**src/rtl/core/sfri_pkg.sv**
```systemverilog
// ----------------------------------------------------------------------------
// sfri_pkg
// Shared types and constants for the spectral frame ring interpolator.
// ----------------------------------------------------------------------------
package sfri_pkg;

    localparam int Q_W    = 32;
    localparam int BIN_W  = 10;
    localparam int FIDX_W = 6;
    localparam int POS_W  = 40;
    localparam int CFG_W  = 10;
    localparam int FRM_CFG_W = 7;
    localparam int BIN_CFG_W = 10;

    localparam logic REG_FRAMES_IN_USE = 1'b0;
    localparam logic REG_BINS_IN_USE   = 1'b1;

    localparam logic KIND_WRITE = 1'b0;
    localparam logic KIND_READ  = 1'b1;

    localparam logic [FRM_CFG_W-1:0] FRAMES_RST = 7'd64;
    localparam logic [BIN_CFG_W-1:0] BINS_RST   = 10'd513;

    localparam logic STATUS_OK      = 1'b0;
    localparam logic STATUS_BAD_BIN = 1'b1;

    // one stored bin: amplitude in the low half, frequency in the high half
    typedef struct packed {
        logic signed [Q_W-1:0] freq;
        logic signed [Q_W-1:0] amp;
    } t_word;

endpackage

```
**src/rtl/core/sfri_lerp.sv**
```systemverilog
// ----------------------------------------------------------------------------
// sfri_lerp
// Linear interpolation of amplitude and frequency between two stored bins.
// Products are registered; rounding and the final add follow.
// ----------------------------------------------------------------------------
module sfri_lerp #(
    parameter int FRAC_BITS = 16
) (
    input  logic                            i_clk,
    input  logic                            i_load,
    input  sfri_pkg::t_word                 i_lo,
    input  sfri_pkg::t_word                 i_hi,
    input  logic [FRAC_BITS-1:0]            i_frac,
    output logic signed [sfri_pkg::Q_W-1:0] o_amp,
    output logic signed [sfri_pkg::Q_W-1:0] o_freq
);

    localparam int QW = sfri_pkg::Q_W;
    localparam int DW = QW + 1;
    localparam int PW = DW + FRAC_BITS + 1;
    localparam logic [PW-1:0] ROUND =
        {{(PW - FRAC_BITS){1'b0}}, 1'b1, {(FRAC_BITS - 1){1'b0}}};

    logic signed [DW-1:0]        d_amp;
    logic signed [DW-1:0]        d_freq;
    logic signed [FRAC_BITS:0]   f_s;
    logic signed [PW-1:0]        r_p_amp;
    logic signed [PW-1:0]        r_p_freq;
    logic signed [QW-1:0]        r_a_amp;
    logic signed [QW-1:0]        r_a_freq;
    logic signed [PW-1:0]        s_amp;
    logic signed [PW-1:0]        s_freq;

    assign d_amp  = DW'(i_hi.amp) - DW'(i_lo.amp);
    assign d_freq = DW'(i_hi.freq) - DW'(i_lo.freq);
    assign f_s    = $signed({1'b0, i_frac});

    always_ff @(posedge i_clk) begin
        if (i_load) begin
            r_p_amp  <= PW'(d_amp) * PW'(f_s);
            r_p_freq <= PW'(d_freq) * PW'(f_s);
            r_a_amp  <= i_lo.amp;
            r_a_freq <= i_lo.freq;
        end
    end

    // floor shift after the half-LSB round
    assign s_amp  = (r_p_amp + $signed(ROUND)) >>> FRAC_BITS;
    assign s_freq = (r_p_freq + $signed(ROUND)) >>> FRAC_BITS;

    assign o_amp  = r_a_amp + QW'(s_amp);
    assign o_freq = r_a_freq + QW'(s_freq);

endmodule

```
**config.mk**
```make
export PLATFORM = sky130hd
export DESIGN_NAME = sfri_lerp
export DESIGN_NICKNAME = d
export VERILOG_FILES = /design/src/rtl/core/sfri_pkg.sv /design/src/rtl/core/sfri_lerp.sv
export SDC_FILE = /design/constraint.sdc
export NUM_CORES = 2
export LEC_CHECK = 0
export ABC_AREA = 1
export BUFFER_PORTS_ARGS = -buffer_cell sky130_fd_sc_hd__buf_2
export CORE_UTILIZATION = 60
export CTS_CLUSTER_DIAMETER = 150
export CTS_CLUSTER_SIZE = 12
export DETAILED_ROUTE_END_ITERATION = 8
export GPL_TIMING_DRIVEN = 0
export HOLD_SLACK_MARGIN = 0.06
export PLACE_DENSITY = 0.9
export REMOVE_ABC_BUFFERS = 1
export SYNTH_ARGS = -nofsm -noshare
export SYNTH_HDL_FRONTEND = slang
export SYNTH_SLANG_ARGS = --single-unit
```
**constraint.sdc**
```tcl
create_clock -name i_clk -period 11.35 [get_ports i_clk]
set_input_delay 3.405 -clock i_clk [delete_from_list [all_inputs] [get_ports i_clk]]
set_output_delay 3.405 -clock i_clk [all_outputs]
set_load 0.03 [all_outputs]
```
Word-level counts from Yosys, hierarchy flattened. Cells that the tools add are included.

Flip-flop bits (word level): 160. Output and inout bits: 64.

Add/sub/neg operators: 6. Multiply operators: 2.

Operators with widths (count): $add 48x17->48 const B (2); $mul 33x17->48 (2); $sub 32x32->33 (2); $add 32x32->32 (2).

Logic depth before layout (Yosys ltp).
Word-level depth: 2. Mapped depth: 41. Depth with buffers taken out: 41.

Worst setup path before layout. Ideal clock, no wire load.

Path type: input port to flip-flop. Start point: input port i_hi[0] in the netlist's numbering. End point: register r_p_amp[47], data pin. Library setup time: 0.252 ns. Arrival time: 10.028 ns. Required time: 11.098 ns. Slack: 1.070 ns. Stages: 37. Buffers on the path: 1. Cells stage by stage: inv_1 > ha_1 > fa_1 > inv_1 > nand2_1 > nand2_1 > nand3_1 > nand2_1 > nand2_1 > nand2_2 > nand2_1 > nand2_1 > nand2_1 > nand2_2 > inv_2 > nor2_1 > inv_1 > fa_1 > inv_1 > fa_1 > buf_1 > inv_1 > fa_1 > fa_1 > fa_1 > fa_1 > inv_1 > ha_1 > nand2_1 > nor2_1 > nand2_1 > nor4_1 > nand2_1 > nor2b_1 > nor2_1 > nand3_1 > nand2_1.

Cells in the longest elaborated chain, start to end: 2.

RTL lines: start: declaration (RTL line sfri_lerp.sv:12) `input sfri_pkg::t_word i_hi,`; $sub 32x32->33 (RTL line sfri_lerp.sv:34) `assign d_amp = DW'(i_hi.amp) - DW'(i_lo.amp);`; $mul 33x17->48 (RTL line sfri_lerp.sv:40) `r_p_amp <= PW'(d_amp) * PW'(f_s);`; end signal: assignment (RTL line sfri_lerp.sv:40); end: declaration (RTL line sfri_lerp.sv:27) `logic signed [PW-1:0] r_p_amp;`.

Every way passes these cells. A chain may end at the register's enable or synchronous reset.

Worst setup path in the final report.
Start point: input port i_lo[8] in the netlist's numbering. End point: register r_p_amp[41], data pin.

Cells in the longest elaborated chain, start to end: 2.

RTL lines: start: declaration (RTL line sfri_lerp.sv:11) `input sfri_pkg::t_word i_lo,`; $sub 32x32->33 (RTL line sfri_lerp.sv:34); $mul 33x17->48 (RTL line sfri_lerp.sv:40).

Every way passes these cells.

==> parameters.txt <==
Parameter                              Value

Status
  Violated checks ... capacitance limit, slew limit
  Result of the run ... complete, but fails checks

STA
  Max-slew violations ... 180
  Maximum clock frequency ... 89.4 MHz
  Final Hold Fails ... 0
  Final period util ... 98.5%
  Clock period minus worst slack ... 11180 ps
  Setup-failing EPs final ... 0
  Max transition margin ... -7.06%
  Worst-margin pin slew ... 1610 ps

Floorplan
  FP Rows ... 105
  Effective utilization at floorplan ... 61.0%
  Die footprint ... 85200 sq um
  Area of the core ... 82600 sq um
  Floorplan die width ... 292 um
  Number of I/O pins ... 210
  Die extent in y ... 292 um

Route
  Routed vias/inst ... 5.98
  Wire length per cell after detailed routing ... 21.9 um
  Final WL ... 169000 um
  1st-iter DRT viols ... 5830
  DRC violation count after routing ... 0
  Total iterations of the first detailed-routing run ... 8
  Overall via count from detail_route ... 46204
  DRT antenna net count ... 0

Synth
  Post-synthesis instance area ... 50400 sq um
  Synth Area per Inst ... 7.69 sq um
  EDFF count, synth ... 130
  Synthesized instance count ... 6555
  Number of distinct library cells after synthesis ... 57
  Seq cells post-synth ... 130
  Post-synthesis async set-or-reset flop share ... 0%
  Fraction of the yosys area taken by sequential cells ... 7.74%
  Number of warning messages in the yosys log ... 0
  Commonest register cell after synthesis ... edfxtp_1

Flow run
  # Max-Cap Violations ... 3

Placement
  Last weighted congestion value of the routability-driven placer ... 1.01
  HPWL after DPL ... 138000 um
  Number of placed instances with taps included ... 7681
  Port buffer count ... 209

Cells and area
  Final #Nets ... 8115
  Layout Cells excl Fill ... 7729
  Share of post-route cells with drive strength above 1 ... 6.73%
  Utilization of the core after routing ... 64.5%
  Fill cells ... 6961
  Area delta synth->final ... 5.62%

Critical path
  Endpoint class of the critical path ... flip-flop
  Highest net fanout along the worst path ... 11
  Startpoint class of the critical path ... input port
  Library cell contributing the largest single delay on the critical path ... fa_1
  Peak per-stage delay on the critical path ... 510 ps
  WP data required ... 11560 ps
  Worst setup path category ... input port to flip-flop
  Arr. time, crit path ... 11390 ps
  Start point of the critical path ... i_lo[8]
  Capturing instance or port of the critical path ... r_p_amp[41]$_DFFE_PP_

Clocking
  Number of sinks driven by the clock tree ... 130
  CTS tree ... built
  Number of buffers created by CTS ... 17
  Clk slew on worst S/H paths ... 80 ps
  CTS HTree Levels ... 4
  Maximum root-to-sink buffer count ... 2
  CTS Root Buffer Type ... clkbuf_16

Global routing
  Number of antenna violations at the first check in global routing ... 4
  Pin count of the biggest net entering global routing ... 92
  Overall routing resource usage ... 40.2%
  Total gr overflow ... 0
  Number of global-route vias before repair ... 47123
  First-pass GRT wire length ... 262000 um

Hold path
  Min-delay worst type ... input port to flip-flop
[cells in the mapped netlist, types with 16 or more instances]
cell type | instances | area, sq um
nand2_1 | 1060 | 3980
a21oi_1 | 245 | 1230
nand4_1 | 29 | 181
o21ai_0 | 136 | 681
or2_2 | 23 | 144
nor3_1 | 58 | 290
xor2_1 | 150 | 1310
nor2_2 | 20 | 125
a31oi_1 | 17 | 106
inv_2 | 16 | 60.1
nand2_2 | 30 | 188
buf_2 | 18 | 90.1
ha_1 | 353 | 4420
nor4_1 | 23 | 144
inv_1 | 1603 | 6020
o21bai_1 | 31 | 233
a21o_1 | 32 | 240
a21boi_0 | 17 | 128
nor2_1 | 826 | 3100
o21a_1 | 23 | 173
nand3_1 | 428 | 2140
edfxtp_1 | 130 | 3900
xnor2_1 | 59 | 517
clkbuf_1 | 121 | 454
fa_1 | 971 | 19400
[cells in the final DEF (no fill, tap or decap), types with 23 or more instances in the layout]
| cell | instances |
|---|---|
| nand2_2 | 43 |
| a21o_1 | 32 |
| ha_1 | 353 |
| o21ai_0 | 131 |
| buf_2 | 205 |
| o21a_1 | 23 |
| fa_1 | 969 |
| nor3_1 | 57 |
| nor2_2 | 23 |
| o21bai_1 | 31 |
| edfxtp_1 | 130 |
| inv_1 | 1597 |
| nand2_1 | 1043 |
| xnor2_1 | 58 |
| nor2_1 | 822 |
| a21oi_1 | 235 |
| nand3_1 | 425 |
| or2_2 | 23 |
| xor2_1 | 145 |
| nand4_1 | 29 |
[critical path, delay by kind of cell]
| kind | cells | cell delay (ps) |
|---|---|---|
| adders and majority gates | 8 | 3700 |
| and+or+nand+nor | 7 | 1870 |
| AOI/OAI and AO/OA | 6 | 1750 |
| buffers and inverters | 7 | 440 |
| xor gates and xnor gates | 1 | 210 |
[cell families (layout without fill, tap and decap cells)]
kind of cell             count (synthesis)  after routing  synth area share, %
flip-flops                             130            130                 7.74
AND/OR/NAND/NOR                       2555           2555                 21.4
adder cells (fa/ha/maj)               1324           1324                 47.3
other                                    0              1                    0
AO/OA/AOI/OAI                          549            549                 6.31
buffers and inverters                 1781           1884                 13.4
XOR/XNOR                               216            216                 3.90
[what timing repair did]
item,in CTS,in global routing
hold buffers,0,0
gates resized for setup,8,58
buffers inserted,3,11
pin swaps,0,7
setup endpoints to repair,5,34
[routing by layer]
metal	up-vias	global-route usage, %	routed length (um)	part of all wire (%)
met5	-	0	21	0.012
met4	4	16.5	7470	4.4
met3	686	12.9	24700	15
met2	3412	58.4	71200	42
met1	22197	55.7	66000	39
li1	19905	-	-	-
[per-stage QoR]
stage | setup WS, ps | setup TNS, ps | cell area [sq um] | hold WS, ps
final | 169 | 0 | 53300 | 3090
after global placement | -660 | -15710 | 52200 | 3600
after floorplan | 1180 | 0 | 49800 | 3500
after CTS | 22.8 | 0 | 52900 | 3070
after global routing | -10.3 | -10.3 | 53300 | 3080
after detailed placement | -711 | -14330 | 52300 | 3600
[worst min path at each step]
stage               startpoint                     end  slack [ps]  cells after the start
CTS                   i_lo[61]  r_a_freq[29]$_DFFE_PP_        3070                      1
global route           i_lo[5]    r_a_amp[5]$_DFFE_PP_        3080                      1
detailed placement     i_lo[5]    r_a_amp[5]$_DFFE_PP_        3600                      1
floorplan              i_lo[0]    r_a_amp[0]$_DFFE_PP_        3500                      0
global placement      i_lo[61]  r_a_freq[29]$_DFFE_PP_        3600                      1
finish                i_lo[61]  r_a_freq[29]$_DFFE_PP_        3090                      1
[flip-flops by register name (all words and copies together) (netlist names)]
name and count:
r_p_freq 33, r_p_amp 33, r_a_freq 32, r_a_amp 32
[area by class of cell]
cell class,count,area [sq um],share of cell area (%)
Tap cell,1070,1340,2.51
Multi-Input combinational cell,4644,40100,75.2
Timing Repair Buffer,228,1290,2.42
Clock buffer,17,425,0.799
Sequential cell,130,3900,7.33
Antenna cell,1,2.50,0.00470
Clock inverter,15,156,0.294
Inverter,1624,6100,11.4
Power is left out: the tool's default activity adds up to more than one toggle a clock period on the data nets, which glitch-free logic cannot reach.
